**config.mk**
```make
export PLATFORM = sky130hd
export DESIGN_NAME = rot_mul
export DESIGN_NICKNAME = d
export VERILOG_FILES = /design/src/sv/rot_pkg.sv /design/src/sv/rot_mul.sv
export SDC_FILE = /design/constraint.sdc
export NUM_CORES = 2
export LEC_CHECK = 0
export BUFFER_PORTS_ARGS = -buffer_cell sky130_fd_sc_hd__buf_4
export CORE_MARGIN = 2
export CORE_UTILIZATION = 50
export CTS_BUF_LIST = sky130_fd_sc_hd__clkbuf_16
export CTS_CLUSTER_DIAMETER = 60
export DETAILED_ROUTE_END_ITERATION = 8
export PLACE_DENSITY_LB_ADDON = 0.08
export SLEW_MARGIN = 20
export SYNTH_ARGS = -nofsm -noshare
export SYNTH_HDL_FRONTEND = slang
export SYNTH_SLANG_ARGS = --single-unit
```
**constraint.sdc**
```tcl
create_clock -name i_clk -period 22.8 [get_ports i_clk]
set_input_delay 1.14 -clock i_clk [delete_from_list [all_inputs] [get_ports i_clk]]
set_output_delay 1.14 -clock i_clk [all_outputs]
set_load 0.1 [all_outputs]
```
**src/sv/rot_pkg.sv**
```systemverilog
// shared constants and types for the axis rotation core
`default_nettype none
package rot_pkg;

    localparam int MUL_CH  = 32;
    localparam int MUL_LAT = 3;
    localparam int TOL_W   = 16;

    typedef struct packed {
        logic neg;
        logic big;
    } t_div_tag;

endpackage
`default_nettype wire

```
**src/sv/rot_mul.sv**
```systemverilog
// three stage signed multiplier built from chunked unsigned partial products
`default_nettype none
module rot_mul #(
    parameter int WA = 32,
    parameter int WB = 32
) (
    input  logic                  i_clk,
    input  logic                  i_en,
    input  logic signed [WA-1:0]  i_a,
    input  logic signed [WB-1:0]  i_b,
    output logic signed [WA+WB-1:0] o_p
);
    import rot_pkg::*;

    localparam int NA = (WA + MUL_CH - 1) / MUL_CH;
    localparam int NB = (WB + MUL_CH - 1) / MUL_CH;
    localparam int PW = WA + WB;
    localparam int SW = (NA + NB) * MUL_CH;

    logic [WA-1:0]          w_ma;
    logic [WB-1:0]          w_mb;
    logic [NA*MUL_CH-1:0]   r_ma;
    logic [NB*MUL_CH-1:0]   r_mb;
    logic                   r_neg1;
    logic                   r_neg2;
    logic [2*MUL_CH-1:0]    r_pp [NA][NB];
    logic [SW-1:0]          w_sum;
    logic signed [PW-1:0]   r_p;

    assign w_ma = i_a[WA-1] ? $unsigned(WA'(-i_a)) : $unsigned(i_a);
    assign w_mb = i_b[WB-1] ? $unsigned(WB'(-i_b)) : $unsigned(i_b);

    always_comb begin
        w_sum = '0;
        for (int i = 0; i < NA; i++) begin
            for (int j = 0; j < NB; j++) begin
                w_sum = w_sum + (SW'(r_pp[i][j]) << (MUL_CH * (i + j)));
            end
        end
    end

    always_ff @(posedge i_clk) begin
        if (i_en) begin
            r_ma   <= (NA*MUL_CH)'(w_ma);
            r_mb   <= (NB*MUL_CH)'(w_mb);
            r_neg1 <= i_a[WA-1] ^ i_b[WB-1];
            for (int i = 0; i < NA; i++) begin
                for (int j = 0; j < NB; j++) begin
                    r_pp[i][j] <= (2*MUL_CH)'(r_ma[i*MUL_CH +: MUL_CH])
                                * (2*MUL_CH)'(r_mb[j*MUL_CH +: MUL_CH]);
                end
            end
            r_neg2 <= r_neg1;
            r_p    <= r_neg2 ? -$signed(w_sum[PW-1:0]) : $signed(w_sum[PW-1:0]);
        end
    end

    assign o_p = r_p;

endmodule
`default_nettype wire

```
# Yosys cells after proc, flatten, opt, wreduce, memory -nomap -nowiden
# Memory sizes are Yosys's and may differ from the RTL's.
# Cells that the tools add are included.
word_totals:
  regBits: 130
  ramBits: 64
  in_bits: 66
  out_inout_bits: 64
  elab_cells: 18
  n_memories: 1
mem_list:
  columns: ["name", "depth", "word_bits", "rd", "rd_clocked_by_memory_dff", "wr", "line_no", "text"]
  rows:
  - ["r_pp", 1, 64, 1, 0, 1, "rot_mul.sv:26", "logic [2*MUL_CH-1:0] r_pp [NA][NB];"]
classes:
  addsub: 3
  multipliers: 1
  muxes: 5
  n_bitwise: 1
ops:
  columns: ["cell", "count"]
  rows:
  - ["$mul 32x32->64", 1]
  - ["$mux 64", 1]
  - ["$neg 32->32", 2]
  - ["$neg 64->64", 1]
  - ["$mux 31", 2]
  - ["$mux 1", 2]
  - ["$xor 1x1->1", 1]

# Depth between registers and ports, before layout
# An unclocked memory read counts as a cell.
logic_depth:
  word_depth: 3
  mapped_depth: 28
  mapped_depth_nobuf: 26

# Least setup slack after synthesis
# Ideal clock, no wire load.
synth_path:
  kind: "reg-to-reg"
  from: "reg r_mb[2]"
  to: "mem r_pp[0][61] (netlist bit) (data pin)"
  setup_time_ns: 0.258
  arrival_time_ns: 7.272
  required_time_ns: 22.542
  path_slack_ns: 15.270
  stages_incl_launch_ff: 26
  path_buffers: 2
  period_less_slack_ns: 7.530
  path_cell_list: "edfxtp_1 clkbuf_1 and2_1 fa_1 inv_1 fa_1 fa_1 fa_1 inv_1 fa_1 inv_1 fa_1 inv_1 fa_1 fa_1 ha_1 clkbuf_1 and3_1 nand2_1 o311ai_0 a31oi_1 o31ai_1 a21oi_1 o21ai_0 a31oi_1 xnor2_1"
synth_between:
  elab_chain_len: 1
synth_rtl:
  columns: ["element", "line_no", "text"]
  rows:
  - ["start, declared", "rot_mul.sv:23", "logic [NB*MUL_CH-1:0] r_mb;"]
  - ["start signal, assigned", "rot_mul.sv:45", "r_mb <= (NB*MUL_CH)'(w_mb);"]
  - ["$mul 32x32->64", "rot_mul.sv:50", "* (2*MUL_CH)'(r_mb[j*MUL_CH +: MUL_CH]);"]
  - ["end, declared", "rot_mul.sv:26", null]
# Every way passes these cells.

# Worst setup path in the final report
layout_path:
  from: "reg r_mb[7]"
  to: "mem r_pp[0][63] (netlist bit) (data pin)"
# The elaborated chain is that of the path after synthesis.

==> impl_metrics.tcl <==
set metrics [dict create \
    multi_input_area_mm2 0.0315 \
    grt_pass1_vias 30200 \
    synth_fp_nets 5408 \
    synth_top_area_cell "fa_1" \
    numPortBuffers 129 \
    post_cts_resized 0 \
    postCtsHoldBufs 0 \
    overflow 0 \
    crit_path_start_kind "flip-flop" \
    highest_layer "met4" \
    hpwl_um 84100 \
    yosys-top-cells-count "896 x fa_1, 859 x inv_1, 630 x and2_1" \
    worstPathRequired_ps 23050 \
    ios 130 \
    synth_top_area_frac 0.433 \
    postCtsSetupRepairBufs 0 \
    yosys.area_share.simple 0.161 \
    synth-edff-count 194 \
    cts.sinks 194 \
    dieWidth_um 292 \
    routedWlPerCell_um 21.6 \
    async_flop_share 0 \
    maxCapViolations 0 \
    synth_area_per_cell_um2 9.90 \
    numCtsBuffers 17 \
    grt_pass1_wl_um 178000 \
    h-tree-depth 4 \
    die-area_mm2 0.0851 \
    drive_gt1_frac 0.0572 \
    cts_root_buffer "clkbuf_16" \
    synth_area_leaders "fa_1 43%, edfxtp_1 14%, and2_1 9.5%" \
    synthAdderAreaFrac 0.514 \
    clk_pin_slew_ps 80 \
    finalMaxSlewViolations 0 \
    status "complete, no violations" \
    grt_util_all_layers 0.276 \
    dr.pass1.iters 7 \
    fin_crit_ps 9110 \
    dr_wl_met2_um 48900 \
    area_growth_pct 6.04 \
    finalSetupViolations 0 \
    rows 105 \
    ys_seq_area_frac 0.141 \
    drtIter0Drc 2032 \
    fin_worst_skew_ps 35.1 \
    viasPerCell 5.39 \
    dr_wl_met3_um 10500 \
    start_util 0.505 \
    die_h_um 292 \
    cts_tree "built" \
    vias 28300 \
    seqCellArea_mm2 0.00583 \
    core-area_mm2 0.0820 \
    synth_cells 4180 \
    setup_tns_ps 0 \
    met1_length_um 51700 \
    synth_seq_cells 194 \
    clockBufferDepth 2 \
    worst_slew_pin_slew_ps 1120 \
    worstSkewPairLatency_ps 530 \
    worstPathArrival_ps 9360 \
    hold_path.class "reg2reg" \
    synth_flop_cell "edfxtp_1" \
    synthXorXnorAreaFrac 0.0387 \
    filler_cell_count 7567 \
    final_nets 5391 \
    drc 0 \
    postRouteAntennaNets 0 \
    netlist_area_mm2 0.0414 \
    synthMuxAreaShare 0 \
    synth_cell_type_count 60 \
    path_class "reg2reg" \
    fmax_mhz 110 \
    yosysMostFrequentCell "fa_1" \
    period_share 0.399 \
    rsz0062_at_grt "no" \
    drt-total-wl_um 113000 \
    synth_top_family_by_area "adder cells" \
    yosys_warnings 0 \
    grt_start_max_net_pins 73 \
    maxSlewHeadroom 0.254 \
    antenna_found_initial 1 \
    crit_fanout 32 \
    synth-compound-area-share 0.0466 \
    gp_congestion 0.893 \
    cp-end-kind "flip-flop" \
    hold_viol 0 \
]
==> cells by family (layout without fill, tap and decap cells) <==
family	Yosys count	in the layout
buf+inv	1085	1081
xor+xnor	183	183
simple gates	1261	1261
flops	194	194
other cells	0	2
fa+ha+maj	1162	1162
compound gates	295	295
==> final timing paths <==
check | endpoint | slack [ps] | start | cells past startpoint
worst max-delay path | r_pp[0][63] | 13690 | r_mb[7] | 20
worst min register to register | r_neg2 | 420 | r_neg1 | 0
worst min-delay path | r_neg2 | 420 | r_neg1 | 0
worst max register to register | r_pp[0][63] | 13690 | r_mb[7] | 20
==> cell usage in the layout, fill, tap and decap left out, types with 15 or more instances in the layout <==
cell type / instances
o21a_1: 15
a21oi_1: 64
a21o_1: 32
o31ai_1: 37
xnor2_1: 154
clkbuf_16: 17
nand2_1: 476
buf_4: 189
or3_1: 16
and2_1: 630
fa_1: 896
o21ai_0: 73
o41ai_1: 16
nand4_1: 20
ha_1: 266
nor2_1: 27
inv_1: 859
edfxtp_1: 194
xor2_1: 29
==> sequential cells by signal, indices dropped and copies added (netlist names) <==
signal	count
r_mb	32
r_neg2	1
o_p	64
r_pp	64
r_neg1	1
r_ma	32
==> per-stage QoR <==
step	util	setup WS, ps	cell area [µm²]	hold WS (ps)	std cells
floorplan	-	15270	41400	400	4180
global placement	0.528	13910	43300	406	5214
detailed placement	0.528	13760	43300	410	5214
CTS	0.535	13750	43900	429	5246
global route	0.535	13440	43900	443	5246
finish	0.536	13690	43900	425	5248
==> per-layer routing <==
metal,global-route usage,vias up
met1,0.406,14500
li1,-,12500
met4,0.0629,0
met3,0.0693,137
met5,0,-
met2,0.415,1132
==> worst max-delay path: stages, from the launching register on <==
cell and delay (ps):
edfxtp_1 1060, and2_1 260, fa_1 450, fa_1 460, fa_1 670, inv_1 90, fa_1 480, inv_1 60
fa_1 510, fa_1 480, fa_1 530, fa_1 410, ha_1 450, nand4_1 250, or4_1 550, a211oi_1 700
o2111ai_1 310, o31ai_1 520, a221oi_1 230, o21a_1 240, xnor2_1 120
==> final cells by class <==
class,instances,area share
Antenna cell,2,0.000114
Clock inverter,15,0.00393
Multi-Input combinational cell,2901,0.717
Timing Repair Buffer,190,0.0326
Tap cell,1070,0.0305
Inverter,859,0.0734
Sequential cell,194,0.133
Clock buffer,17,0.00969
Power is not shown: default switching activity piles up to over one toggle a cycle in this logic, so the estimate is an artifact.
