### config.mk
export PLATFORM = sky130hd
export DESIGN_NAME = rot_sqrt_cell
export DESIGN_NICKNAME = d
export VERILOG_FILES = /design/src/sv/rot_sqrt_cell.sv
export SDC_FILE = /design/constraint.sdc
export NUM_CORES = 1
export LEC_CHECK = 0
export BUFFER_PORTS_ARGS = -buffer_cell sky130_fd_sc_hd__buf_2
export CELL_PAD_IN_SITES_DETAIL_PLACEMENT = 0
export CELL_PAD_IN_SITES_GLOBAL_PLACEMENT = 1
export CORE_MARGIN = 10
export CORE_UTILIZATION = 40
export DETAILED_ROUTE_END_ITERATION = 8
export GPL_TIMING_DRIVEN = 0
export PLACE_DENSITY = 0.95
export SETUP_SLACK_MARGIN = 0.15
export SLEW_MARGIN = 20
export SYNTH_ARGS = -nofsm -noshare
export SYNTH_HDL_FRONTEND = slang
export SYNTH_SLANG_ARGS = --single-unit
### constraint.sdc
create_clock -name i_clk -period 5 [get_ports i_clk]
set_input_delay 0.5 -clock i_clk [delete_from_list [all_inputs] [get_ports i_clk]]
set_output_delay 0.5 -clock i_clk [all_outputs]
set_load 0.01 [all_outputs]
### src/sv/rot_sqrt_cell.sv
// one digit step of the floor square root chain
`default_nettype none
module rot_sqrt_cell #(
    parameter int RW = 48
) (
    input  logic            i_clk,
    input  logic            i_en,
    input  logic [2*RW-1:0] i_x,
    input  logic [RW+1:0]   i_rem,
    input  logic [RW-1:0]   i_root,
    output logic [2*RW-1:0] o_x,
    output logic [RW+1:0]   o_rem,
    output logic [RW-1:0]   o_root
);

    logic [RW+3:0]   w_t;
    logic [RW+3:0]   w_trial;
    logic [RW+3:0]   w_d;
    logic            w_ge;
    logic [2*RW-1:0] r_x;
    logic [RW+1:0]   r_rem;
    logic [RW-1:0]   r_root;

    assign w_t     = {i_rem, i_x[2*RW-1 -: 2]};
    assign w_trial = (RW+4)'({i_root, 2'b01});
    assign w_ge    = w_t >= w_trial;
    assign w_d     = w_t - w_trial;

    always_ff @(posedge i_clk) begin
        if (i_en) begin
            r_x    <= i_x << 2;
            r_rem  <= w_ge ? w_d[RW+1:0] : w_t[RW+1:0];
            r_root <= {i_root[RW-2:0], w_ge};
        end
    end

    assign o_x    = r_x;
    assign o_rem  = r_rem;
    assign o_root = r_root;

endmodule
`default_nettype wire

# After elaboration in Yosys (flattened, before gate mapping)
# Index checks and enable logic that the tools add are counted.
dict set report classes {
  add_sub_neg 1
  muxes 1
  n_lt_le_gt_ge 1
}
# op n
set ops {}
lappend ops {{>= comparator 52 x 50 -> 1 bit} 1}
lappend ops {{two-way mux 50 bit} 1}
lappend ops {{subtractor 50 bit} 1}
dict set report word_totals {
  register_bits 192
  in_bits 196
}

# Logic depth before layout (Yosys ltp)
# Gate-level depths: netlist (run 1).
dict set report logic_depth {
  ltp_word 2
  depth_mapped 14
  ltp_nobuf 11
}

# Least setup slack after synthesis (run 1)
# OpenSTA, ideal clock, no wires.
dict set report synth_timing {
  path_kind {input to register}
  from {input i_root[11]}
  to {register r_rem[19], in the netlist o_rem[19] (data pin)}
  setup_slack_ns 1.853
  t_required_ns 4.740
  cell_stages 12
  t_arrival_ns 2.887
  path_cell_list {inv_1 > ha_1 > clkbuf_1 > nor2_1 > o31a_1 > or4b_1 > a21oi_2 > o41a_1 > nor3_1 > o21ai_2 > buf_6 > mux2_2}
}
dict set report synth_via {
  elab_chain_cells 2
  word_cells_on_any_way 3
}
# item line
set synth_rtl {}
lappend synth_rtl {{start: declaration} 10} ;# input logic [RW-1:0] i_root,
lappend synth_rtl {{subtractor 50 bit or >= comparator 52 x 50 -> 1 bit (tied branches)} {27, 26}}
lappend synth_rtl {{two-way mux 50 bit (*)} 32} ;# r_rem <= w_ge ? w_d[RW+1:0] : w_t[RW+1:0];
lappend synth_rtl {{end signal: assignment} 32}
lappend synth_rtl {{end: declaration} 21} ;# logic [RW+1:0] r_rem;
# Mark *: on every way between the ends. The rest lies on a longest branch, timed or not.
# A chain may end at the register's enable or synchronous reset.

# Worst setup path after layout (run 1)
dict set report layout_timing {
  from {input i_root[11]}
  to {register r_rem[46], in the netlist o_rem[46] (data pin)}
}
# The elaborated chain is that of the path after synthesis.

==> results.cfg, run 1 <==
[synth]
post_synth_instance_area_um2 = 9480
syn_avg_cell_area_um2 = 12.0
post_synth_main_area_contributors = edfxtp_1 (61%), ha_1 (6.6%), a21oi_1 (5.5%)
sequential_share_of_the_synthesized_area_pct = 60.8
synthesis.yosys.warnings = 0
synthesized_netlist_cell_count = 789
synth_async_sr_flop_share_pct = 0
synth_ff_type = edfxtp_1
ys_ff_latch = 192
synth_top_area_share_pct = 60.8
synth-edff-count = 192
synth_top_cell_by_area = edfxtp_1
synth.lib_cells_used.distinct = 59

[sta]
totalNegativeSetupSlack_ns = 0
period_minus_slack_ns = 3.39
timing_hold_violations_final = 0
timing.slew.headroom_pct = 47.3
grt_setup_unrepaired = no
worst_slew_pin_tran_ns = 0.791
setup_viol = 0
maxClockFrequency_mhz = 295
maxSlewViolCount = 0
final_min_period_over_clock_period_pct = 67.9

[global_routing]
overflow = 0
grt_pass1_vias = 7684
grtUsageTotal_pct = 20.4
global_route_wire_length_before_repair_um = 47000
antenna_violations_before_repair = 10
grt_max_degree = 104

[critical_path]
crit_slowest_cell = or4b_1
critPathMaxFanout = 8
cell_by_cell_listing_of_the_critical_path = buf_2 > inv_1 > ha_1 > clkbuf_1 > nor2_1 > o31a_1 > or4b_1 > a21oi_2 > o21ai_0 > a21oi_1 > a2111oi_2 > xnor2_1 > mux2_2
critPathLaunchType = input pin
crit_arrival_ns = 3.60
worst-path-buf-inv = 3
critical_path_required_ns = 5.21
worst-path-stages = 13
endpoint_type_of_the_worst_setup_path = flop
worst_path_dominant_cell_family = compound AO/OA/AOI/OAI gates
crit_path_max_incr_delay_ns = 0.52
setup.worst_path.class = in2reg

[clocking]
clock_tree.buffer_depth = 2
cts-root-buf = clkbuf_16
post_cts_resize_count = 0
clock_tree.htree_level_count = 4
cts_post_setup_buffers_inserted = 0
path_clk_slew_ns = 0.09
cts_inserted_buffers = 17
cts_hold_repair.buffers = 0
cts_tree = built
cts.sinks = 192

[pwr]
max_vdd_drop_mv = 0.193
pnr_total_power_mw = 4.33
power_leakage_nw = 5.55
power-per-cell-area_nw_per_um2 = 348

[die]
row_count = 56
core_region_area_um2 = 23400
die-area_um2 = 30200
floorplan.initialDensity_pct = 40.5
fp.dieH_um = 174
die_w_um = 174
ioPinCount = 390

[routing]
detail_route.vias_per_cell = 5.09
drt.antenna.violating_nets = 0
route.vias.total = 7800
drt_first_iter_violations = 613
routed_wl_um = 32300
routed_len_inst_um = 21.1
dr.pass1.iters = 5
drc = 0

[run]
number_of_violations_of_the_max_capacitance_limit = 0

[placement]
routabilityCongestion = 0.963
portBuffers = 387
place_hpwl_um = 26400

[cells_and_area]
areaGrowthSynthToFinish_pct = 31.6
fillCellCount = 2088
seqCellArea_um2 = 5770
most_frequent_cells_in_the_layout = buf_2 (392), edfxtp_1 (192), a21oi_1 (105), nor2_1 (71), inv_1 (64)
layout.cells.most_common = buf_2
multi_input_area_um2 = 3310
drive_above_1_share_pct = 37.4
num-nets-final = 1443

[worst_hold_path]
min_path_type = in2reg
min_path_cells = 1

[status]
run_status = completed
[sequential cells by signal, indices dropped and copies added, names as in the netlist]
register	flops
o_root	48
o_x	94
o_rem	50
[area by class of cell]
cell class                 instances  area share, %
multi-input combinational        505           26.5
sequential                       192           46.2
clock buffer                      18           3.44
inverter                          64           1.93
tap                              319           3.20
buffer                            29           1.33
clock inverter                    14           1.46
timing repair buffer             388           15.8
antenna                            2         0.0401
[metrics by stage]
step / util [%] / instances / setup WS [ns] / hold slack, ns / area (µm²)
after floorplan: - / 790 / 1.85 / 0.599 / 9480
after global placement: 50.5 / 1496 / 0.997 / 0.677 / 11800
after detailed placement: 50.6 / 1497 / 1.09 / 0.678 / 11900
after CTS: 53.3 / 1529 / 1.56 / 0.213 / 12500
after global routing: 53.3 / 1531 / 1.41 / 0.208 / 12500
final: 53.3 / 1531 / 1.61 / 0.229 / 12500
[cells in the mapped netlist, drive strengths merged (4+ instances only)]
| library cell | n |
|---|---|
| o21ai | 34 |
| nand2b | 4 |
| o21a | 5 |
| nor2 | 72 |
| ha | 50 |
| nand3 | 7 |
| a211oi | 4 |
| xor2 | 20 |
| o21bai | 4 |
| o31a | 4 |
| o211ai | 9 |
| nor4 | 5 |
| nor3 | 10 |
| inv | 64 |
| a31oi | 5 |
| or3 | 4 |
| xnor2 | 27 |
| a21o | 28 |
| clkbuf | 14 |
| edfxtp | 192 |
| nand2 | 44 |
| a21oi | 106 |
| nand4 | 17 |
| buf | 15 |
| nor2b | 4 |
| mux2 | 7 |
[path summary, 6_finish.rpt]
check / startpoint / to / slack (ns)
worst max-delay path: i_root[11] / o_rem[46] / 1.61
worst min-delay path: i_x[11] / o_x[13] / 0.23
[where the power goes]
part | leakage (nW) | switching (mW) | internal [mW] | total, mW
Clock | 0.294 | 0.721 | 0.687 | 1.41
Sequential | 1.88 | 0.0352 | 1.97 | 2.00
Combinational | 3.38 | 0.551 | 0.370 | 0.922
Total | 5.55 | 1.31 | 3.03 | 4.33
[layer usage]
metal  vias up  routed length, µm  part of all wire (%)  track usage [%]
li1       3732                  -                     -                -
met1      3698              12700                    39             23.4
met2       310              16200                    50             35.3
met3        46               2480                   7.7             6.46
met4        14                690                   2.1             6.91
met5         -                102                  0.32                0
[logic make-up (layout without fill, tap and decap cells)]
logic type	count (synthesis)	in the layout	synth area share (%)
flip-flops	192	192	60.8
XOR/XNOR	47	47	4.34
AND/OR/NAND/NOR	179	179	8.86
AO/OA/AOI/OAI	220	220	14.2
adder cells (fa/ha/maj)	50	50	6.60
multiplexers	7	7	0.832
other	1	4	0.0396
buffers and inverters	93	513	4.29
Power figures use the tool's default switching activity.
==> run 2: changes to the inputs <==
- ABC_AREA: default -> 1
- CORE_UTILIZATION: 40 -> 33
- PLACE_DENSITY: 0.95 -> 0.88
- clock period: 5 -> 3 ns (I/O delays scaled with it)
==> run 2 against run 1 <==
Core utilization decreased by 9.6 points. Power grew 66%. Design area increased by 15%. Sequential share of layout area is 6.0 points lower. Hold slack worse by 0.21 ns. Wire length up 28%. Global-route usage is 0.90 points lower. Via count up 26%. Die area up 36%. Largest power group unchanged.
==> results.cfg, run 2 <==
[synth]
ys_ff_latch = 192
syn_avg_cell_area_um2 = 8.38
synthesis.yosys.warnings = 0
synth.lib_cells_used.distinct = 33
synth_top_cells_by_count = nand2_1 (461), inv_1 (282), edfxtp_1 (192)
sequential_share_of_the_synthesized_area_pct = 52.1
synthesized_netlist_cell_count = 1320
synth_top_area_share_pct = 52.1
post_synth_main_area_contributors = edfxtp_1 (52%), nand2_1 (16%), inv_1 (9.6%)
synth_ff_type = edfxtp_1
synth_async_sr_flop_share_pct = 0
synth_top_cell_by_area = edfxtp_1
post_synth_instance_area_um2 = 11100
yosysMostFrequentCell = nand2_1
synth-edff-count = 192

[global_routing]
grt_pass1_vias = 9817
overflow = 0
antenna_violations_before_repair = 5
grtUsageTotal_pct = 19.5
grt_max_degree = 106
global_route_wire_length_before_repair_um = 60600

[cells_and_area]
largest_register_ffs = 94
num-nets-final = 1994
layout.cells.most_common = nand2_1
drive_above_1_share_pct = 26.1
most_frequent_cells_in_the_layout = nand2_1 (461), buf_2 (390), inv_1 (282), edfxtp_1 (192), nor2_1 (78)
areaGrowthSynthToFinish_pct = 29.6
fillCellCount = 3415
post_route_design_area_um2 = 14300

[pwr]
max_vdd_drop_mv = 0.405
power-per-cell-area_nw_per_um2 = 503
power_leakage_nw = 7.39

[clocking]
cts-root-buf = clkbuf_16
cts.sinks = 192
cts_post_setup_buffers_inserted = 0
clock_tree.htree_level_count = 4
cts_hold_repair.buffers = 12
post_cts_resize_count = 0
cts_inserted_buffers = 17
path_clk_slew_ns = 0.08
clock_tree.buffer_depth = 2
cts_tree = built

[placement]
post_dp_cell_area_um2 = 13600
portBuffers = 387
place_hpwl_um = 34800
routabilityCongestion = 0.924

[die]
die_w_um = 203
ioPinCount = 390
floorplan.initialDensity_pct = 33.7
fp.dieH_um = 203
row_count = 66
core_region_area_um2 = 32800
die-area_um2 = 41200

[critical_path]
cell_by_cell_listing_of_the_critical_path = buf_2 > inv_1 > ha_1 > nand2_2 > inv_1 > a21oi_1 > nand2_1 > nand2_1 > nand2_1 > a21oi_4 > nand3_2 > buf_6 > buf_6 > nand3_1 > nand2_1
setup.worst_path.class = in2reg
endpoint_type_of_the_worst_setup_path = flop
critPathLaunchType = input pin
critical_path_required_ns = 3.21
crit_path_max_incr_delay_ns = 0.38
critPathMaxFanout = 10
crit_arrival_ns = 2.78
path_common_cell = nand2_1
crit_slowest_cell = a21oi_4

[sta]
final_min_period_over_clock_period_pct = 85.8
timing.slew.headroom_pct = 51.1
grt_setup_unrepaired = no
setup_viol = 0
period_minus_slack_ns = 2.58
maxSlewViolCount = 0
worst_slew_pin_tran_ns = 0.733
timing_hold_violations_final = 0
hold_ws_ns = 0.0201
maxClockFrequency_mhz = 388

[routing]
route.vias.total = 9861
drc = 0
drt_first_iter_violations = 402
routed_len_inst_um = 18.8
drt.antenna.violating_nets = 0
dr.pass1.iters = 6
detail_route.vias_per_cell = 4.48
routed_wl_um = 41400

[run]
number_of_violations_of_the_max_capacitance_limit = 0

[status]
run_status = completed

[worst_hold_path]
min_path_type = in2reg
[run 2: metal layers]
| layer | wire (µm) | part of all wire [%] | track usage (%) |
|---|---|---|---|
| met5 | 57 | 0.14 | 0 |
| met4 | 643 | 1.6 | 5.22 |
| met3 | 2980 | 7.2 | 5.91 |
| met2 | 20300 | 49 | 33.7 |
| met1 | 17400 | 42 | 23.0 |
[run 2: final timing paths]
check   endpoint  cells past startpoint  startpoint  slack [ns]
max    o_rem[43]                     15  i_root[24]        0.42
min      o_x[44]                      1     i_x[42]        0.02
[run 2: stage by stage]
stage	instances	setup TNS (ns)	power (mW)	utilization (%)	setup slack, ns
after floorplan	1321	0	4.31	-	0.884
after global placement	2150	-156.80	5.10	41.3	-0.839
after detailed placement	2151	-0.252	5.10	41.5	-0.0932
after CTS	2193	0	7.29	43.5	0.398
after global routing	2202	0	7.59	43.7	0.246
final	2202	0	7.21	43.7	0.425
[run 2: power by group]
group | total, mW | internal [mW] | switching [mW]
sequential | 3.33 | 3.27 | 0.0572
combinational | 1.72 | 0.620 | 1.10
clock | 2.16 | 1.08 | 1.09
total | 7.21 | 4.97 | 2.24
[run 2: area by class of cell]
type | instances | area (µm²) | area share [%]
repair buffers | 408 | 2170 | 15.2
clock inverters | 12 | 106 | 0.742
well taps | 442 | 553 | 3.86
inverters | 293 | 1100 | 7.67
multi-input cells | 820 | 4100 | 28.6
plain buffers | 16 | 103 | 0.716
clock buffers | 18 | 429 | 2.99
flip-flops and latches | 192 | 5770 | 40.2
diodes | 1 | 2.50 | 0.0175
[run 2: logic make-up after synthesis]
| logic type | Yosys count | share of synthesized area (%) |
|---|---|---|
| buf+inv | 309 | 10.9 |
| flops | 192 | 52.1 |
| compound gates | 67 | 3.28 |
| simple gates | 673 | 25.8 |
| xor+xnor | 28 | 2.22 |
| fa+ha+maj | 50 | 5.66 |
| other cells | 1 | 0.0339 |
[run 2: worst max-delay path: cells and delay by family]
family                     cells  cell delay [ns]
AOI/OAI and AO/OA              2             0.57
adders and majority gates      1             0.34
buffers and inverters          5             0.60
and+or+nand+nor                7             0.95
