### src/sv/rot_pkg.sv
// shared constants and types for the axis rotation core
`default_nettype none
package rot_pkg;

    localparam int MUL_CH  = 32;
    localparam int MUL_LAT = 3;
    localparam int TOL_W   = 16;

    typedef struct packed {
        logic neg;
        logic big;
    } t_div_tag;

endpackage
`default_nettype wire

### src/sv/rot_div_cell.sv
// one quotient bit step of the restoring divider chain
`default_nettype none
module rot_div_cell #(
    parameter int RMW = 164,
    parameter int QB  = 34
) (
    input  logic              i_clk,
    input  logic              i_en,
    input  logic [RMW-1:0]    i_rem,
    input  logic [RMW-2:0]    i_dd,
    input  logic [QB-1:0]     i_q,
    input  rot_pkg::t_div_tag i_tag,
    output logic [RMW-1:0]    o_rem,
    output logic [RMW-2:0]    o_dd,
    output logic [QB-1:0]     o_q,
    output rot_pkg::t_div_tag o_tag
);
    import rot_pkg::*;

    logic [RMW-1:0] w_d;
    logic [RMW-1:0] w_n;
    logic           w_ge;
    logic [RMW-1:0] r_rem;
    logic [RMW-2:0] r_dd;
    logic [QB-1:0]  r_q;
    t_div_tag       r_tag;

    assign w_ge = i_rem >= {1'b0, i_dd};
    assign w_d  = i_rem - {1'b0, i_dd};
    assign w_n  = w_ge ? w_d : i_rem;

    always_ff @(posedge i_clk) begin
        if (i_en) begin
            r_rem <= {w_n[RMW-2:0], 1'b0};
            r_dd  <= i_dd;
            r_q   <= {i_q[QB-2:0], w_ge};
            r_tag <= i_tag;
        end
    end

    assign o_rem = r_rem;
    assign o_dd  = r_dd;
    assign o_q   = r_q;
    assign o_tag = r_tag;

endmodule
`default_nettype wire

### config.mk
export PLATFORM = sky130hd
export DESIGN_NAME = rot_div_cell
export DESIGN_NICKNAME = d
export VERILOG_FILES = /design/src/sv/rot_pkg.sv /design/src/sv/rot_div_cell.sv
export SDC_FILE = /design/constraint.sdc
export NUM_CORES = 1
export LEC_CHECK = 0
export BUFFER_PORTS_ARGS = -buffer_cell sky130_fd_sc_hd__buf_2
export CAP_MARGIN = 10
export CORE_AREA = 5 5 282 284
export CTS_CLUSTER_DIAMETER = 100
export CTS_CLUSTER_SIZE = 24
export DETAILED_ROUTE_END_ITERATION = 8
export DIE_AREA = 0 0 287 289
export PLACE_DENSITY = 0.66
export SYNTH_ARGS = -nofsm -noshare
export SYNTH_HDL_FRONTEND = slang
export SYNTH_SLANG_ARGS = --single-unit
### constraint.sdc
create_clock -name i_clk -period 3.6 [get_ports i_clk]
set_clock_uncertainty 0.1 [all_clocks]
set_input_delay 0.36 -clock i_clk [delete_from_list [all_inputs] [get_ports i_clk]]
set_output_delay 0.36 -clock i_clk [all_outputs]
set_load 0.01 [all_outputs]
### Word-level counts from Yosys, hierarchy flattened

Cells that the tools add are included.

| word-level totals | value |
|---|---|
| flip-flop bits (word level) | 362 |
| logic and storage cells | 8 |
| bits of input ports | 365 |

| operators by class | value |
|---|---|
| order comparisons | 1 |
| muxes and demuxes | 1 |
| add/sub/neg operators | 1 |

Operators with widths:

| operator | number |
|---|---|
| 164-bit by 163-bit >= comparator with 1-bit output | 1 |
| 163-bit two-way mux | 1 |
| 163-bit subtractor | 1 |

### Longest topological paths before layout

Gate-level depths: netlist of the first run.

| depth | value |
|---|---|
| depth in word-level cells | 2 |
| mapped depth | 18 |
| depth with buffers taken out | 15 |

### Worst setup path before layout of the first run

No wires, ideal clock.

| timing path | value |
|---|---|
| kind | input-to-reg |
| start | in i_rem[0] |
| end | reg r_rem[107], in the netlist o_rem[107] (data pin) |
| stages on the path | 15 |
| slack | 0.016 ns |
| arrival | 3.220 ns |
| setup time | 0.264 ns |
| buffers on the path | 0 |
| path through | inv_1 > ha_1 > fa_1 > nand2b_1 > a21oi_1 > o31ai_2 > o211ai_2 > a41oi_2 > a211oi_1 > nor3b_1 > o21a_1 > o31a_1 > o21ai_1 > xnor2_1 > o21ai_1 |

| between the ends | value |
|---|---|
| longest elaborated chain between the ends | 2 |
| elaborated cells between the ends (all ways) | 3 |
| classes of those cells | 1 x add/sub; 1 x order compare; 1 x mux |

Ends and longest elaborated chain:

| what | RTL line | source |
|---|---|---|
| from (decl) | rot_div_cell.sv:9 | `input logic [RMW-1:0] i_rem,` |
| 163-bit subtractor / 164-bit by 163-bit >= comparator with 1-bit output (equally long branches) | rot_div_cell.sv:29, rot_div_cell.sv:28 |  |
| 163-bit two-way mux * | rot_div_cell.sv:30 | `assign w_n = w_ge ? w_d : i_rem;` |
| via w_n[106] | rot_div_cell.sv:21 | `logic [RMW-1:0] w_n;` |
| to (signal assigned) | rot_div_cell.sv:34 | `r_rem <= {w_n[RMW-2:0], 1'b0};` |
| to (decl) | rot_div_cell.sv:23 | `logic [RMW-1:0] r_rem;` |

The timed path passes the listed nets; every way through them passes the cells marked *.
A chain may end at the register's enable or synchronous reset.

### Worst setup path after layout of the first run

| timing path | value |
|---|---|
| start | in i_dd[8] |
| end | reg r_rem[156], in the netlist o_rem[156] (data pin) |

| between the ends | value |
|---|---|
| longest elaborated chain between the ends | 2 |
| elaborated cells between the ends (all ways) | 3 |
| classes of those cells | 1 x add/sub; 1 x order compare; 1 x mux |

Ends and longest elaborated chain:

| what | RTL line | source |
|---|---|---|
| from (decl) | rot_div_cell.sv:10 | `input logic [RMW-2:0] i_dd,` |
| 163-bit subtractor / 164-bit by 163-bit >= comparator with 1-bit output (equally long branches) | rot_div_cell.sv:29, rot_div_cell.sv:28 |  |
| 163-bit two-way mux * | rot_div_cell.sv:30 |  |
| via w_n[155] | rot_div_cell.sv:21 |  |

Marked as above.

==> run metrics, run 1 <==
average size of a mapped cell 9.02 um2; hold slack 0.0446 ns; drt pass-1 iters 5; post-route design area 39600 um2; synthesized area between 20000 and 30000 um2; Die H 289 um; Tmin final 3.57 ns; cell area after placement 35100 um2; placed cells between 5000 and 6000; sequential element share of the synthesized area 0.435; HP Class input port to flop; initial antenna violation count 21; first-pass GRT wire length 165000 um; WL/cell 20.5 um; Clock Pin Slew Worst Setup and Hold Paths ~0.1 ns; Max-Cap Viols 0; share of power burned in registers 0.393; Fmax achieved roughly 280 MHz; fin cells 5534; final WL between 100000 and 150000 um; fin crit share 0.993; CTS tree yes; Crit path largest cell delay between 0.4 and 0.5 ns; largest net degree at the start of global routing 89; Crit Path Class input port to flop; Int Pwr 9050 uW; Ys Warns 0; post-synth top area share 0.435; power density over cell area 347 nW/um2; dominant register cell in the synthesized netlist edfxtp_1; clk sinks 362; flops & latches, synth between 300 and 400; Pleak roughly 0.018 uW; Sw Ratio 0.341; routed vias/inst 5.02; max_slew headroom 0.422; top cells by area, synth edfxtp_1 (43%), ha_1 (8.2%), nand2_1 (5.8%); asr flop ratio synth 0; CTS max path bufs 3; DRC viols 0; actual transition at the worst max-transition pin 0.867 ns; number of fillers in the final layout 7192; worst vdd rail ir drop 0.375 mV; Synth-to-Final Area Change 58.4%; delay-heaviest family, CP compound AO/OA/AOI/OAI gates; CTS root buf clkbuf_16; RePlAce Congestion 0.962; share of cells above drive strength 1 0.359; startpoint types input port; NetSw 4680 uW; post-DP HPWL 92500 um; most common cell after layout, fill and taps aside buf_4; Final #Nets 5005; slowest CP cell o32a_1; most frequent cells in the layout buf_4 (745), buf_2 (724), nand2_1 (388); Final ANT Viol Nets 0; GR Util All Layers 0.256; Crit path required time 3.83 ns; clock share of power 0.209; final hold violation count 0; initial cell density of the core 0.325; Comb pwr share 0.398; status complete, no violations; number of global-route vias before repair between 20000 and 30000; worst path cell trace buf_2, inv_1, ha_2, nand4_1, nor4_1, buf_4, a32oi_1, a21oi_2, nor3_1, buf_4, o32a_1, a21o_4, o21a_1, o31a_1, o21ai_1, xnor2_1, o21ai_1; nature of the critical path endpoint flop; number of buffers added on ports 725; core area 76800 um2; GRT overflow 0; post-synth cell types 84; Slew Limit Fails 0; die area 82900 um2; pre-CTS WS -1.13 ns; synthesized net count 3301; die width 287 um; Post-synth EDFFs 362; critical path buffer and inverter count 4; post-layout worst setup margin 0.0268 ns; Initial DRC Count 2104; IO Pins 728; Critical Path AT 3.81 ns; crit path max fanout 5; total CTS buffers 22; area leader, netlist edfxtp_1; Setup violations, final 0; via count approximately 28000; Gate Count Post-Synth 2772; placement row count 102; H-tree level count 1
## timing repair
item / 4_1_cts / 5_1_grt
hold buffers: 327 / 0
setup buffers: 3 / 10
gates cloned: 0 / 0
hold endpoints to repair: 327 / 0
setup endpoints to repair: 129 / 158
gates resized for setup: 13 / 76
pin swaps: 0 / 16
## layout make-up
type / instances / area [um2] / area share
repair buffers: 1816 / 12900 / 0.325
multi-input cells: 2057 / 13000 / 0.328
inverters: 217 / 815 / 0.0206
clock buffers: 24 / 579 / 0.0146
well taps: 1040 / 1300 / 0.0329
clock inverters: 8 / 136 / 0.00344
diodes: 10 / 25.0 / 0.000632
flip-flops and latches: 362 / 10900 / 0.274
## cell families after synthesis
kind of cell | count (synthesis) | synth area share
AOI/OAI and AO/OA | 890 | 0.214
xor gates and xnor gates | 157 | 0.0550
adders and majority gates | 164 | 0.0824
buffers and inverters | 353 | 0.0596
DFF | 362 | 0.435
muxes | 4 | 0.00170
other | 1 | 0.000150
and+or+nand+nor | 841 | 0.152
## power by group through the flow
stage	Sequential [uW]	Clock, uW	Combinational (uW)
floorplan	5750	0	2030
global placement	5480	0	5010
detailed placement	5480	0	5030
CTS	5390	2960	5350
global route	5440	3090	5880
finish	5400	2870	5470
## per-stage QoR
step / setup TNS [ns] / utilization / total power (uW)
finish: 0 / 0.516 / 13700
floorplan: 0 / - / 7780
global route: -0.0602 / 0.515 / 14400
global placement: -96.99 / 0.457 / 10500
CTS: 0 / 0.510 / 13700
detailed placement: -110.56 / 0.457 / 10500
## layer usage
metal  vias up  GRT usage  part of all wire
met5         -          0           0.00045
met4         8     0.0609             0.025
met3       157     0.0467             0.075
met2      1031      0.451              0.49
met1     13113      0.329              0.41
li1      13463          -                 -
## tightest hold or removal path, stage by stage
cell	delay, ns
buf_2	0.13
nand2_1	0.05
o21ai_0	0.07
## Yosys cell counts, types with 12 or more instances
library cell  count
a21boi_0         17
a21o_1           68
a21oi_1         272
a31oi_1          20
buf_2            51
buf_4            18
clkbuf_1         61
edfxtp_1        362
ha_1            163
inv_1           217
nand2_1         389
nand2b_1         15
nand3_1          31
nand4_1         102
nor2_1          190
nor3_1           39
nor4_1           16
o21a_1           25
o21ai_0         282
o21ai_1          34
o21bai_1         55
o31ai_1          23
or3_1            12
xnor2_1          94
xor2_1           63
## final timing paths
path / startpoint / slack [ns] / end / cells after the start
setup / recovery: i_dd[8] / 0.03 / o_rem[156] / 17
hold / removal: i_rem[122] / 0.04 / o_rem[123] / 3
## state kept, by name, summed over array words and instances, names as in the netlist
| signal | flops |
|---|---|
| o_dd | 163 |
| o_q | 34 |
| o_rem | 163 |
| o_tag | 2 |
Note: power is estimated with default switching activity, not from simulation.
==> run 2, diff against run 1 <==
--- a/config.mk
+++ b/config.mk
@@ -7,11 +7,11 @@
 export LEC_CHECK = 0
 export BUFFER_PORTS_ARGS = -buffer_cell sky130_fd_sc_hd__buf_2
 export CAP_MARGIN = 10
-export CORE_AREA = 5 5 282 284
+export CORE_AREA = 5 5 280 282
 export CTS_CLUSTER_DIAMETER = 100
 export CTS_CLUSTER_SIZE = 24
 export DETAILED_ROUTE_END_ITERATION = 8
-export DIE_AREA = 0 0 287 289
+export DIE_AREA = 0 0 285 287
 export PLACE_DENSITY = 0.66
 export SYNTH_ARGS = -nofsm -noshare
 export SYNTH_HDL_FRONTEND = slang
==> run metrics, run 2 (synthesis results as in run 1) <==
status complete, no violations (unchanged); Tmin final 3.59 ns (was 3.57 ns); largest net degree at the start of global routing 72 (was 89); max_slew headroom 0.542 (was 0.422); Hold Crit Endpoint o_dd[14] (was o_rem[123]); hold slack 0.0450 ns (was 0.0446 ns); total CTS buffers 24 (was 22); die area 81800 um2 (was 82900 um2); Final #Nets 5028 (was 5005); share of cells above drive strength 1 0.370 (was 0.359); number of buffers added on ports 725 (unchanged); placement row count 101 (was 102); CTS max path bufs 3 (unchanged); crit path max fanout 7 (was 5); Max-Cap Viols 0 (unchanged); number of global-route vias before repair 27913 (was 27769); placed cells 5122 (was 5152); fin crit share 0.998 (was 0.993); most common cell after layout, fill and taps aside buf_4 (unchanged); nature of the critical path endpoint flop (unchanged); Worst Hold Depth 2 (was 3); Crit path largest cell delay 0.46 ns (was 0.44 ns); power density over cell area 351 nW/um2 (was 347 nW/um2); CTS root buf clkbuf_16 (unchanged); clock share of power 0.222 (was 0.209); core area 75400 um2 (was 76800 um2); first-pass GRT wire length 166000 um (was 165000 um); H-tree level count 1 (unchanged); Critical Path AT 3.83 ns (was 3.81 ns); startpoint types input port (unchanged); unrepaired setup endpoints after global routing yes; actual transition at the worst max-transition pin 0.687 ns (was 0.867 ns); Pleak 0.0180 uW (was 0.0178 uW); routed vias/inst 5.05 (was 5.02); Initial DRC Count 1939 (was 2104); Comb pwr share 0.392 (was 0.398); NetSw 4790 uW (was 4680 uW); die width 285 um (was 287 um); GRT overflow 0 (unchanged); Fmax achieved 278 MHz (was 280 MHz); worst hold start i_dd[14] (was i_rem[122]); initial cell density of the core 0.331 (was 0.325); post-DP HPWL 92200 um (was 92500 um); critical path buffer and inverter count 4 (unchanged); RePlAce Congestion 0.964 (was 0.962); worst vdd rail ir drop 0.465 mV (was 0.375 mV); DRC viols 0 (unchanged); final WL 114000 um (was 113000 um); Clock Pin Slew Worst Setup and Hold Paths 0.09 ns (was 0.10 ns); drt pass-1 iters 5 (unchanged); WL/cell 20.7 um (was 20.5 um); Int Pwr 9220 uW (was 9050 uW); fin cells 5502 (was 5534); Final ANT Viol Nets 0 (unchanged); Crit Path Class input port to flop (unchanged); delay-heaviest family, CP compound AO/OA/AOI/OAI gates (unchanged); initial antenna violation count 24 (was 21); final hold violation count 0 (unchanged); IO Pins 728 (unchanged); HP Class input port to flop (unchanged); Synth-to-Final Area Change 59.8% (was 58.4%); share of power burned in registers 0.386 (was 0.393); number of fillers in the final layout 6917 (was 7192); Slew Limit Fails 0 (unchanged); most frequent cells in the layout buf_4 (778), buf_2 (719), nand2_1 (387) (was buf_4 (745), buf_2 (724), nand2_1 (388)); total negative slack 0 ns (unchanged); Sw Ratio 0.342 (was 0.341); via count 27767 (was 27772); clk sinks 362 (unchanged); worst path cell trace buf_2, inv_1, ha_4, buf_6, nand4_1, nor4_4, o31ai_4, a21oi_2, nor3_1, buf_4, o32a_1, a21o_4, o21a_4, o31a_1, o21ai_2, xnor2_1, o21ai_1 (was buf_2, inv_1, ha_2, nand4_1, nor4_1, buf_4, a32oi_1, a21oi_2, nor3_1, buf_4, o32a_1, a21o_4, o21a_1, o31a_1, o21ai_1, xnor2_1, o21ai_1); CTS tree yes (unchanged); slowest CP cell nor4_4 (was o32a_1); Setup violations, final 0 (unchanged); Die H 287 um (was 289 um); Crit path required time 3.84 ns (was 3.83 ns); GR Util All Layers 0.260 (was 0.256)
## run 2: per-stage QoR
step	cell area, um2	total power (uW)	setup slack (ns)	util
2_1_floorplan	25000	7780	0.0162	-
3_3_place_gp	35200	10500	-1.15	0.467
3_5_place_dp	35200	10500	-1.18	0.467
4_1_cts	39400	13900	0.00912	0.522
5_1_grt	39900	14700	-0.0687	0.529
6_report	40000	14000	0.00569	0.530
## run 2: what timing repair did
action,4_1_cts,5_1_grt
gates resized for setup,34,92
hold buffers,316,0
setup endpoints to repair,157,161
pin swaps,11,44
endpoints found under the hold margin,316,0
setup buffers,1,11
gates cloned,0,2
## run 2: worst max path at each step
stage	from	to	slack [ns]	depth (start not counted)
5_1_grt	i_rem[0]	o_rem[115]	-0.07	18
4_1_cts	i_dd[3]	o_rem[115]	0.009	18
3_5_place_dp	i_rem[0]	o_rem[137]	-1.18	21
6_report	i_dd[16]	o_rem[156]	0.006	17
3_3_place_gp	i_rem[0]	o_rem[137]	-1.15	21
2_1_floorplan	i_rem[0]	o_rem[107]	0.02	15
## run 2: power groups by stage
stage | sequential [uW] | combinational (uW) | clock (uW)
2_1_floorplan | 5750 | 2030 | 0
3_3_place_gp | 5480 | 4990 | 0
3_5_place_dp | 5490 | 5020 | 0
4_1_cts | 5400 | 5330 | 3200
5_1_grt | 5440 | 5910 | 3370
6_report | 5400 | 5490 | 3110
## run 2: cell type report
class | count | area, um2 | share of cell area
multi-input combinational | 2057 | 13200 | 0.330
timing repair buffer | 1837 | 13000 | 0.326
sequential | 362 | 10900 | 0.272
tap | 978 | 1220 | 0.0306
inverter | 217 | 820 | 0.0205
clock buffer | 25 | 626 | 0.0157
clock inverter | 12 | 195 | 0.00489
antenna | 14 | 35.0 | 0.000877
## run 2: layer usage
layer	vias up	routed length, um	GRT usage
li1	13505	-	-
met1	13184	47100	0.326
met2	909	56100	0.462
met3	155	8160	0.0526
met4	14	2750	0.0620
met5	-	89	0
